`config.mk`:
```
export PLATFORM = sky130hd
export DESIGN_NAME = record_packet_size_regulator_flat
export DESIGN_NICKNAME = d
export VERILOG_FILES = /design/src/design/rpsr_pkg.sv /design/src/design/rpsr_req_if.sv /design/src/design/rpsr_rsp_if.sv /design/src/design/rpsr_csr_if.sv /design/src/design/rpsr_csr_regs.sv /design/src/design/rpsr_in_stage.sv /design/src/design/rpsr_core.sv /design/src/design/record_packet_size_regulator.sv /design/src/flat_wrapper.sv
export SDC_FILE = /design/constraint.sdc
export NUM_CORES = 1
export LEC_CHECK = 0
export ABC_CLOCK_PERIOD_IN_PS = 16100
export BUFFER_PORTS_ARGS = -buffer_cell sky130_fd_sc_hd__buf_2
export CORE_ASPECT_RATIO = 1.5
export CORE_UTILIZATION = 25
export DETAILED_ROUTE_END_ITERATION = 6
export GPL_TIMING_DRIVEN = 1
export HOLD_SLACK_MARGIN = 0.15
export MAX_ROUTING_LAYER = met4
export PLACE_DENSITY = 0.49
export SLEW_MARGIN = 20
export SYNTH_ARGS = -nofsm -noshare
export SYNTH_HDL_FRONTEND = slang
export SYNTH_SLANG_ARGS = --single-unit
```
`constraint.sdc`:
```
create_clock -name clock -period 16.1 [get_ports clock]
set_input_delay 4.83 -clock clock [delete_from_list [all_inputs] [get_ports clock]]
set_output_delay 4.83 -clock clock [all_outputs]
set_load 0.01 [all_outputs]
```
`src/design/rpsr_pkg.sv`:
```
// ----------------------------------------------------------------------------
// rpsr_pkg
// Shared types and constants of the record packet size regulator.
// ----------------------------------------------------------------------------
`default_nettype none

package rpsr_pkg;

   // frames delivered by one receive block
   localparam int BLOCK_FRAMES = 48;

   localparam int CSR_INDEX_WIDTH = 8;
   localparam int CSR_DATA_WIDTH  = 16;

   typedef logic [CSR_INDEX_WIDTH-1:0] csr_index_type;

   localparam csr_index_type REG_NOMINAL_FRAMES = csr_index_type'(0);
   localparam csr_index_type REG_TARGET_FILL    = csr_index_type'(1);
   localparam csr_index_type REG_BAND           = csr_index_type'(2);
   localparam csr_index_type REG_MAX_FILL       = csr_index_type'(3);

   localparam logic [9:0]  NOMINAL_FRAMES_RESET = 10'd48;
   localparam logic [15:0] TARGET_FILL_RESET    = 16'd96;
   localparam logic [7:0]  BAND_RESET           = 8'd8;
   localparam logic [15:0] MAX_FILL_RESET       = 16'd288;

   typedef struct packed {
      logic [9:0]  nominal_frames;
      logic [15:0] target_fill;
      logic [7:0]  band;
      logic [15:0] max_fill;
   } cfg_type;

   // tick as held in the input register, ring head already scaled to frames
   typedef struct packed {
      logic [31:0] ring_head;
      logic        record_active;
      logic        port_restarted;
      logic        stream_reopened;
      logic        buffer_free;
      logic        send_accepted;
   } stage_type;

   typedef struct packed {
      logic        packet_valid;
      logic [10:0] packet_frames;
      logic [31:0] read_start;
      logic [10:0] consumed_frames;
      logic        overflow_seen;
      logic        raised;
      logic        lowered;
      logic        underrun_seen;
      logic        no_buffer;
      logic        send_refused;
   } result_type;

endpackage

`default_nettype wire

```
`src/design/rpsr_req_if.sv`:
```
// ----------------------------------------------------------------------------
// rpsr_req_if
// Tick channel: one transfer per start-of-frame tick.
// ----------------------------------------------------------------------------
`default_nettype none

interface rpsr_req_if;
   logic        valid;
   logic        ready;
   logic [31:0] rx_blocks_done;
   logic        record_active;
   logic        port_restarted;
   logic        stream_reopened;
   logic        buffer_free;
   logic        send_accepted;

   modport source (
      output valid, rx_blocks_done, record_active, port_restarted,
             stream_reopened, buffer_free, send_accepted,
      input  ready
   );
   modport sink (
      input  valid, rx_blocks_done, record_active, port_restarted,
             stream_reopened, buffer_free, send_accepted,
      output ready
   );
endinterface

`default_nettype wire

```
`src/design/rpsr_rsp_if.sv`:
```
// ----------------------------------------------------------------------------
// rpsr_rsp_if
// Packet decision channel: one transfer per tick.
// ----------------------------------------------------------------------------
`default_nettype none

interface rpsr_rsp_if;
   logic        valid;
   logic        ready;
   logic        packet_valid;
   logic [10:0] packet_frames;
   logic [31:0] read_start;
   logic [10:0] consumed_frames;
   logic        overflow_seen;
   logic        raised;
   logic        lowered;
   logic        underrun_seen;
   logic        no_buffer;
   logic        send_refused;

   modport source (
      output valid, packet_valid, packet_frames, read_start, consumed_frames,
             overflow_seen, raised, lowered, underrun_seen, no_buffer,
             send_refused,
      input  ready
   );
   modport sink (
      input  valid, packet_valid, packet_frames, read_start, consumed_frames,
             overflow_seen, raised, lowered, underrun_seen, no_buffer,
             send_refused,
      output ready
   );
endinterface

`default_nettype wire

```
`src/design/rpsr_csr_if.sv`:
```
// ----------------------------------------------------------------------------
// rpsr_csr_if
// Register write channel: index and write data.
// ----------------------------------------------------------------------------
`default_nettype none

interface rpsr_csr_if;
   import rpsr_pkg::*;

   logic                      valid;
   logic                      ready;
   logic [CSR_INDEX_WIDTH-1:0] index;
   logic [CSR_DATA_WIDTH-1:0]  wdata;

   modport source (output valid, index, wdata, input ready);
   modport sink   (input valid, index, wdata, output ready);
endinterface

`default_nettype wire

```
`src/design/rpsr_csr_regs.sv`:
```
// ----------------------------------------------------------------------------
// rpsr_csr_regs
// Configuration registers, written one per transfer.
// ----------------------------------------------------------------------------
`default_nettype none

module rpsr_csr_regs (
   input  logic             clock,
   input  logic             reset,
   rpsr_csr_if.sink         csr_ch,
   output rpsr_pkg::cfg_type cfg
);
   import rpsr_pkg::*;

   cfg_type cfg_ff;
   cfg_type cfg_in;

   assign csr_ch.ready = 1'b1;
   assign cfg          = cfg_ff;

   always_comb begin
      cfg_in = cfg_ff;
      if (csr_ch.valid) begin
         case (csr_ch.index)
            REG_NOMINAL_FRAMES: cfg_in.nominal_frames = csr_ch.wdata[9:0];
            REG_TARGET_FILL:    cfg_in.target_fill    = csr_ch.wdata[15:0];
            REG_BAND:           cfg_in.band           = csr_ch.wdata[7:0];
            REG_MAX_FILL:       cfg_in.max_fill       = csr_ch.wdata[15:0];
            default:            cfg_in = cfg_ff;
         endcase
      end
   end

   always_ff @(posedge clock) begin
      if (reset) begin
         cfg_ff.nominal_frames <= NOMINAL_FRAMES_RESET;
         cfg_ff.target_fill    <= TARGET_FILL_RESET;
         cfg_ff.band           <= BAND_RESET;
         cfg_ff.max_fill       <= MAX_FILL_RESET;
      end else begin
         cfg_ff <= cfg_in;
      end
   end

endmodule

`default_nettype wire

```
`src/design/rpsr_in_stage.sv`:
```
// ----------------------------------------------------------------------------
// rpsr_in_stage
// Input register; scales the receive block count to a ring head in frames.
// ----------------------------------------------------------------------------
`default_nettype none

module rpsr_in_stage (
   input  logic               clock,
   input  logic               reset,
   rpsr_req_if.sink           req_ch,
   output logic               stage_valid,
   output rpsr_pkg::stage_type stage_data,
   input  logic               stage_ready
);
   import rpsr_pkg::*;

   logic      valid_ff;
   logic      valid_in;
   stage_type data_ff;
   stage_type data_in;
   logic      take;

   assign req_ch.ready = !valid_ff || stage_ready;
   assign take         = req_ch.valid && req_ch.ready;
   assign stage_valid  = valid_ff;
   assign stage_data   = data_ff;

   always_comb begin
      data_in                 = data_ff;
      valid_in                = valid_ff;
      if (take) begin
         data_in.ring_head       = 32'(req_ch.rx_blocks_done * 32'(BLOCK_FRAMES));
         data_in.record_active   = req_ch.record_active;
         data_in.port_restarted  = req_ch.port_restarted;
         data_in.stream_reopened = req_ch.stream_reopened;
         data_in.buffer_free     = req_ch.buffer_free;
         data_in.send_accepted   = req_ch.send_accepted;
         valid_in                = 1'b1;
      end else if (stage_ready) begin
         valid_in = 1'b0;
      end
   end

   always_ff @(posedge clock) begin
      if (reset) begin
         valid_ff <= 1'b0;
      end else begin
         valid_ff <= valid_in;
      end
      data_ff <= data_in;
   end

endmodule

`default_nettype wire

```
`src/design/rpsr_core.sv`:
```
// ----------------------------------------------------------------------------
// rpsr_core
// Fill tracking, averaging and packet sizing; holds the regulator state and
// the result register.
// ----------------------------------------------------------------------------
`default_nettype none

module rpsr_core (
   input  logic                clock,
   input  logic                reset,
   input  rpsr_pkg::cfg_type   cfg,
   input  logic                stage_valid,
   input  rpsr_pkg::stage_type stage_data,
   output logic                stage_ready,
   output logic                rsp_valid,
   output rpsr_pkg::result_type rsp_data,
   input  logic                rsp_ready
);
   import rpsr_pkg::*;

   logic [31:0]        read_position_ff, read_position_in;
   logic signed [31:0] fill_average_ff, fill_average_in;
   logic               started_ff, started_in;
   logic               rsp_valid_ff, rsp_valid_in;
   result_type         rsp_data_ff, rsp_data_in;

   logic               advance;
   logic [31:0]        pos_a, pos_b;
   logic signed [31:0] avg_a, avg_b, avg_c, diff, avg_frames;
   logic               started_a;
   logic signed [31:0] fill0, fill1;
   logic signed [31:0] target_s, max_s, band_s, hi_lim, lo_lim;
   logic               overflow, go;
   logic               raise, lower;
   logic [10:0]        frames;
   logic [10:0]        consumed;
   logic               underrun;
   result_type         res;

   assign stage_ready = !rsp_valid_ff || rsp_ready;
   assign advance     = stage_valid && stage_ready;
   assign rsp_valid   = rsp_valid_ff;
   assign rsp_data    = rsp_data_ff;

   assign target_s = $signed({16'd0, cfg.target_fill});
   assign max_s    = $signed({16'd0, cfg.max_fill});
   assign band_s   = $signed({24'd0, cfg.band});
   assign hi_lim   = target_s + band_s;
   assign lo_lim   = target_s - band_s;

   always_comb begin
      // restart and reopen act before anything else
      pos_a     = stage_data.port_restarted ? 32'd0 : read_position_ff;
      avg_a     = stage_data.port_restarted ? 32'sd0 : fill_average_ff;
      started_a = started_ff && !stage_data.port_restarted && !stage_data.stream_reopened;

      fill0 = $signed(stage_data.ring_head - pos_a);
      go    = stage_data.record_active && (started_a || !(fill0 < target_s));

      overflow = fill0 > max_s;
      if (overflow) begin
         pos_b = stage_data.ring_head - {16'd0, cfg.target_fill};
         avg_b = $signed({12'd0, cfg.target_fill, 4'd0});
         fill1 = target_s;
      end else begin
         pos_b = pos_a;
         avg_b = started_a ? avg_a : (fill0 <<< 4);
         fill1 = fill0;
      end

      diff       = (fill1 <<< 4) - avg_b;
      avg_c      = avg_b + (diff >>> 3);
      avg_frames = avg_c >>> 4;

      raise = avg_frames > hi_lim;
      lower = !raise && (avg_frames < lo_lim);
      if (raise) begin
         frames = {1'b0, cfg.nominal_frames} + 11'd1;
      end else if (lower) begin
         frames = (cfg.nominal_frames == 10'd0) ? 11'd0 : {1'b0, cfg.nominal_frames} - 11'd1;
      end else begin
         frames = {1'b0, cfg.nominal_frames};
      end

      // short ring: take what is there, pad the rest
      underrun = fill1 < $signed({21'd0, frames});
      if (!underrun) begin
         consumed = frames;
      end else if (fill1 > 32'sd0) begin
         consumed = fill1[10:0];
      end else begin
         consumed = 11'd0;
      end

      res = '0;
      if (go) begin
         res.packet_frames = frames;
         res.read_start    = pos_b;
         res.overflow_seen = overflow;
         res.raised        = raise;
         res.lowered       = lower;
         if (!stage_data.buffer_free) begin
            res.no_buffer = 1'b1;
         end else begin
            res.underrun_seen   = underrun;
            res.consumed_frames = consumed;
            res.send_refused    = !stage_data.send_accepted;
            res.packet_valid    = stage_data.send_accepted;
         end
      end

      read_position_in = read_position_ff;
      fill_average_in  = fill_average_ff;
      started_in       = started_ff;
      if (advance) begin
         if (go) begin
            started_in       = 1'b1;
            fill_average_in  = avg_c;
            read_position_in = res.packet_valid ? pos_b + {21'd0, consumed} : pos_b;
         end else begin
            started_in       = 1'b0;
            fill_average_in  = avg_a;
            read_position_in = pos_a;
         end
      end

      rsp_data_in  = advance ? res : rsp_data_ff;
      rsp_valid_in = stage_ready ? stage_valid : rsp_valid_ff;
   end

   always_ff @(posedge clock) begin
      if (reset) begin
         read_position_ff <= 32'd0;
         fill_average_ff  <= 32'sd0;
         started_ff       <= 1'b0;
         rsp_valid_ff     <= 1'b0;
      end else begin
         read_position_ff <= read_position_in;
         fill_average_ff  <= fill_average_in;
         started_ff       <= started_in;
         rsp_valid_ff     <= rsp_valid_in;
      end
      rsp_data_ff <= rsp_data_in;
   end

endmodule

`default_nettype wire

```
`src/design/record_packet_size_regulator.sv`:
```
// ----------------------------------------------------------------------------
// record_packet_size_regulator
// Sizes each record packet from the receive ring fill, one decision per tick.
// ----------------------------------------------------------------------------
// Each tick transfer yields exactly one decision transfer. A tick is taken
// into an input register, where the block count is scaled to a ring head;
// from that register the fill, the averaged fill and the packet size are
// worked out and the read position, average and started flag are updated
// together with the result register. While rsp_ch.ready stays high a new
// tick is taken every cycle, set by that one update stage. The tick
// channel keeps accepting while a decision waits for rsp_ch.ready, as long
// as the input register is free. Register writes are taken in any cycle
// and are meant to happen only while no tick is in flight.
`default_nettype none

module record_packet_size_regulator (
   input logic      clock,
   input logic      reset,
   rpsr_req_if.sink   req_ch,
   rpsr_rsp_if.source rsp_ch,
   rpsr_csr_if.sink   csr_ch
);
   import rpsr_pkg::*;

   cfg_type    cfg;
   logic       stage_valid;
   stage_type  stage_data;
   logic       stage_ready;
   logic       result_valid;
   result_type result_data;

   rpsr_csr_regs u_csr_regs (
      .clock  (clock),
      .reset  (reset),
      .csr_ch (csr_ch),
      .cfg    (cfg)
   );

   rpsr_in_stage u_in_stage (
      .clock       (clock),
      .reset       (reset),
      .req_ch      (req_ch),
      .stage_valid (stage_valid),
      .stage_data  (stage_data),
      .stage_ready (stage_ready)
   );

   rpsr_core u_core (
      .clock       (clock),
      .reset       (reset),
      .cfg         (cfg),
      .stage_valid (stage_valid),
      .stage_data  (stage_data),
      .stage_ready (stage_ready),
      .rsp_valid   (result_valid),
      .rsp_data    (result_data),
      .rsp_ready   (rsp_ch.ready)
   );

   assign rsp_ch.valid           = result_valid;
   assign rsp_ch.packet_valid    = result_data.packet_valid;
   assign rsp_ch.packet_frames   = result_data.packet_frames;
   assign rsp_ch.read_start      = result_data.read_start;
   assign rsp_ch.consumed_frames = result_data.consumed_frames;
   assign rsp_ch.overflow_seen   = result_data.overflow_seen;
   assign rsp_ch.raised          = result_data.raised;
   assign rsp_ch.lowered         = result_data.lowered;
   assign rsp_ch.underrun_seen   = result_data.underrun_seen;
   assign rsp_ch.no_buffer       = result_data.no_buffer;
   assign rsp_ch.send_refused    = result_data.send_refused;

   // longer and shorter are exclusive decisions
   assert property (@(posedge clock) disable iff (reset)
      rsp_ch.valid |-> !(rsp_ch.raised && rsp_ch.lowered))
      else $error("raised and lowered both set");

   // a sent packet was neither abandoned nor refused
   assert property (@(posedge clock) disable iff (reset)
      (rsp_ch.valid && rsp_ch.packet_valid) |-> (!rsp_ch.no_buffer && !rsp_ch.send_refused))
      else $error("sent packet carries an abandon flag");

   // never more frames taken than the packet holds
   assert property (@(posedge clock) disable iff (reset)
      rsp_ch.valid |-> (rsp_ch.consumed_frames <= rsp_ch.packet_frames))
      else $error("consumed frames exceed packet size");

   // a tick taken while the pipe is empty reaches the output through the input and result registers
   assert property (@(posedge clock) disable iff (reset)
      (req_ch.valid && req_ch.ready && !stage_valid && !rsp_ch.valid) |=> ##1 rsp_ch.valid)
      else $error("tick lost between input and result registers");

endmodule

`default_nettype wire

```
`src/flat_wrapper.sv`:
```
// flat-port wrapper written by rule: the top's interface ports become plain ports
module record_packet_size_regulator_flat import rpsr_pkg::*;
  (clock, reset, req_ch_valid, req_ch_rx_blocks_done, req_ch_record_active, req_ch_port_restarted, req_ch_stream_reopened, req_ch_buffer_free, req_ch_send_accepted, req_ch_ready, rsp_ch_valid, rsp_ch_packet_valid, rsp_ch_packet_frames, rsp_ch_read_start, rsp_ch_consumed_frames, rsp_ch_overflow_seen, rsp_ch_raised, rsp_ch_lowered, rsp_ch_underrun_seen, rsp_ch_no_buffer, rsp_ch_send_refused, rsp_ch_ready, csr_ch_valid, csr_ch_index, csr_ch_wdata, csr_ch_ready);
  rpsr_req_if req_ch_i ();
  rpsr_rsp_if rsp_ch_i ();
  rpsr_csr_if csr_ch_i ();
  input logic clock;
  input logic reset;
  input wire logic [$bits(req_ch_i.valid)-1:0] req_ch_valid;
  input wire logic [$bits(req_ch_i.rx_blocks_done)-1:0] req_ch_rx_blocks_done;
  input wire logic [$bits(req_ch_i.record_active)-1:0] req_ch_record_active;
  input wire logic [$bits(req_ch_i.port_restarted)-1:0] req_ch_port_restarted;
  input wire logic [$bits(req_ch_i.stream_reopened)-1:0] req_ch_stream_reopened;
  input wire logic [$bits(req_ch_i.buffer_free)-1:0] req_ch_buffer_free;
  input wire logic [$bits(req_ch_i.send_accepted)-1:0] req_ch_send_accepted;
  output wire logic [$bits(req_ch_i.ready)-1:0] req_ch_ready;
  output wire logic [$bits(rsp_ch_i.valid)-1:0] rsp_ch_valid;
  output wire logic [$bits(rsp_ch_i.packet_valid)-1:0] rsp_ch_packet_valid;
  output wire logic [$bits(rsp_ch_i.packet_frames)-1:0] rsp_ch_packet_frames;
  output wire logic [$bits(rsp_ch_i.read_start)-1:0] rsp_ch_read_start;
  output wire logic [$bits(rsp_ch_i.consumed_frames)-1:0] rsp_ch_consumed_frames;
  output wire logic [$bits(rsp_ch_i.overflow_seen)-1:0] rsp_ch_overflow_seen;
  output wire logic [$bits(rsp_ch_i.raised)-1:0] rsp_ch_raised;
  output wire logic [$bits(rsp_ch_i.lowered)-1:0] rsp_ch_lowered;
  output wire logic [$bits(rsp_ch_i.underrun_seen)-1:0] rsp_ch_underrun_seen;
  output wire logic [$bits(rsp_ch_i.no_buffer)-1:0] rsp_ch_no_buffer;
  output wire logic [$bits(rsp_ch_i.send_refused)-1:0] rsp_ch_send_refused;
  input wire logic [$bits(rsp_ch_i.ready)-1:0] rsp_ch_ready;
  input wire logic [$bits(csr_ch_i.valid)-1:0] csr_ch_valid;
  input wire logic [$bits(csr_ch_i.index)-1:0] csr_ch_index;
  input wire logic [$bits(csr_ch_i.wdata)-1:0] csr_ch_wdata;
  output wire logic [$bits(csr_ch_i.ready)-1:0] csr_ch_ready;
  assign req_ch_i.valid = req_ch_valid;
  assign req_ch_i.rx_blocks_done = req_ch_rx_blocks_done;
  assign req_ch_i.record_active = req_ch_record_active;
  assign req_ch_i.port_restarted = req_ch_port_restarted;
  assign req_ch_i.stream_reopened = req_ch_stream_reopened;
  assign req_ch_i.buffer_free = req_ch_buffer_free;
  assign req_ch_i.send_accepted = req_ch_send_accepted;
  assign req_ch_ready = req_ch_i.ready;
  assign rsp_ch_valid = rsp_ch_i.valid;
  assign rsp_ch_packet_valid = rsp_ch_i.packet_valid;
  assign rsp_ch_packet_frames = rsp_ch_i.packet_frames;
  assign rsp_ch_read_start = rsp_ch_i.read_start;
  assign rsp_ch_consumed_frames = rsp_ch_i.consumed_frames;
  assign rsp_ch_overflow_seen = rsp_ch_i.overflow_seen;
  assign rsp_ch_raised = rsp_ch_i.raised;
  assign rsp_ch_lowered = rsp_ch_i.lowered;
  assign rsp_ch_underrun_seen = rsp_ch_i.underrun_seen;
  assign rsp_ch_no_buffer = rsp_ch_i.no_buffer;
  assign rsp_ch_send_refused = rsp_ch_i.send_refused;
  assign rsp_ch_i.ready = rsp_ch_ready;
  assign csr_ch_i.valid = csr_ch_valid;
  assign csr_ch_i.index = csr_ch_index;
  assign csr_ch_i.wdata = csr_ch_wdata;
  assign csr_ch_ready = csr_ch_i.ready;
  record_packet_size_regulator u_core (.clock(clock), .reset(reset), .req_ch(req_ch_i), .rsp_ch(rsp_ch_i), .csr_ch(csr_ch_i));
endmodule
```
==> impl_metrics.toml <==
[setup_path]
critPathKind = "flop to flop"
critPathMaxStageDelay_ns = 0.46
crit_slowest_cell = "edfxtp_1"
crit_path_end_kind = "flop"
cp-start-kind = "flop"
crit_top_cell = "nor2_1"
cp.arrival_ns = 15.53
cp.required_ns = 16.53
crit_fanout = 11

[sta]
report.final.setup_viol = 0
finalCriticalPeriod_ns = 15.10
max_freq_mhz = 66.2
layout_setup_ws_ns = 1.00
slew_headroom_pct = 28.9
fin_setup_tns_ns = 0
hold_viol = 0
post-route-period-util_pct = 93.8
tightest_slew_ns = 1.06
maxSlewViolCount = 0
skew_ns = 0.0176

[finish]
layout-drive-gt1-share_pct = 15.7
instances_no_fill = 3839
num_antenna_cells = 0
postLayoutCellArea_um2 = 24200
fin_nets = 3067
syn2layout_area_growth_pct = 17.8

[run_status]
status = "completed"

[logic_synthesis]
yosysMostFrequentCell = "nor2_1"
synth_top_cell_area_share_pct = 13.8
syn_nets = 2881
synth_top_family_by_area = "compound AO/OA/AOI/OAI gates"
ys_async_sr_fraction_pct = 0
synth.cells.most_frequent = "nor2_1 (337), nand2_1 (249), a21oi_1 (219), ha_1 (215), inv_1 (150)"
synth-main-ff-cell = "dfxtp_1"
synth_area_um2 = 20500
syn_avg_cell_area_um2 = 7.90
yosys_warnings = 0
synth_compound_area_share_pct = 23.4
synth_edf_count = 94
yosys-top-cells-area = "edfxtp_1 (14%), ha_1 (13%), dfxtp_1 (11%), nor2_1 (6.2%), a21oi_1 (5.3%)"
ys_ff_latch = 211
yosysTopAreaCell = "edfxtp_1"
synth-adder-area-share_pct = 14.0
muxShareOfSynthArea_pct = 3.23
yosysSeqAreaShare_pct = 25.2
netlist-cell-type-count = 113
synth_simple_gate_area_share_pct = 21.3
syn_inst = 2595
synthXorXnorAreaFrac_pct = 7.73

[clock_network]
cts_tree = "yes"
clk_pin_slew_ns = 0.06
clockBufferDepth = 3
cts_root_buf = "clkbuf_16"
cts_hold_buffers = 0
htreeDepth = 1
cts_buffers = 24
cts.sinks = 211
clk_latency_ns = 0.58

[routing]
wl_per_cell_um = 18.3
ant_nets = 0
drtPass1Iterations = 5
drt_iter0_drc = 908
vias_per_cell = 5.02
post-route-drc-count = 0
via_count = 19265
finalWirelength_mm = 70.2

[power]
leakage_nw = 9.89
peakVddDrop_v = 0.000191
total_power_mw = 5.78
p_per_area_nw_per_um2 = 239

[placement]
hpwl_mm = 56.1
place_congestion = 0.925
dpl_cell_area_um2 = 23100
dp_slack_ns = 0.172
io_buffers = 124
dp_cells = 3783

[die]
rows = 128
pin_count = 130
initial_core_util_pct = 25.3
die_w_um = 236
dieArea_um2 = 83200
die_h_um = 353
core_area_um2 = 81200

[global_routing]
grt_pass1_vias = 19541
antenna_found_initial = 0
grt.total_usage_pct = 17.0
grt_first_pass_wirelength_mm = 109
gr-total-overflow = 0
grt_max_degree = 74

[min_path]
min_path_type = "flop to flop"

[job]
drv_cap = 0
where the power goes:
group / internal, mW / switching (mW)
sequential: 0.617 / 0.0294
combinational: 1.96 / 2.62
clock: 0.296 / 0.262
total: 2.87 / 2.91
area by class of cell:
cell class	instances	area [µm²]
multi-input cells	2119	14600
flip-flops and latches	211	5160
clock inverters	13	104
inverters	154	584
repair buffers	271	1750
well taps	1040	1300
clock buffers	31	661
fillers	8728	57000
path summary, 6_finish.rpt:
path                                      startpoint                                  to  slack, ns  depth (start not counted)
hold reg to reg   u_core.u_core.read_position_ff[24]  u_core.u_core.read_position_ff[24]       0.48                          2
hold / removal    u_core.u_core.read_position_ff[24]  u_core.u_core.read_position_ff[24]       0.48                          2
setup / recovery     u_core.u_in_stage.stage_data[3]  u_core.u_core.read_position_ff[27]       1.00                         79
setup reg to reg     u_core.u_in_stage.stage_data[3]  u_core.u_core.read_position_ff[27]       1.00                         79
registers in the layout, indices dropped and copies added (netlist names):
register / count
u_core.u_core.rsp_valid: 1
u_core.u_core.started_ff: 1
u_core.u_core.rsp_data: 61
u_core.u_core.fill_average_ff: 32
u_core.u_in_stage.stage_valid: 1
u_core.u_csr_regs.cfg: 50
u_core.u_in_stage.stage_data: 33
u_core.u_core.read_position_ff: 32
repair_timing:
item / in CTS / in global routing
setup buffers: 0 / 12
endpoints found under the setup margin: 0 / 22
hold endpoints to repair: 0 / 0
gates resized for setup: 0 / 52
worst max-delay path, delay by kind of cell, from the launching register on:
kind | cells | cell delay, ns
adders and majority gates | 8 | 2.43
muxes | 3 | 0.66
DFF | 1 | 0.46
buffers and inverters | 6 | 0.97
xor gates and xnor gates | 3 | 0.57
AOI/OAI and AO/OA | 36 | 6.49
and+or+nand+nor | 23 | 3.33
layout by cell type (no fill, tap or decap), types with 36 or more instances in the layout:
master and count:
mux2i_1 56, inv_1 150, buf_2 123, buf_4 144, dfxtp_1 117, o21ai_0 133
edfxtp_1 94, nand3_1 41, nor2_1 333, a21oi_1 205, xnor2_1 119, nor3_1 52
o21a_1 36, nand2_1 248, xor2_1 49, ha_1 213, a22oi_1 50, a21o_1 39
logic make-up after synthesis:
family                     after synthesis
other                                    1
buffers and inverters                  265
xor gates and xnor gates               178
AOI/OAI and AO/OA                      717
muxes                                   65
adders and majority gates              227
and+or+nand+nor                        931
DFF                                    211
metrics by stage:
stage	hold slack, ns	util, %
after floorplan	0.445	-
after global placement	0.459	28.4
after detailed placement	0.467	28.4
after CTS	0.479	29.4
after global routing	0.510	29.7
final	0.478	29.7
layer usage:
metal | routed length, µm | track usage [%]
met1 | 28800 | 18.7
met2 | 36600 | 31.5
met3 | 1720 | 0.985
met4 | 3110 | 7.32
met5 | 0 | -
Power figures use the tool's default switching activity.
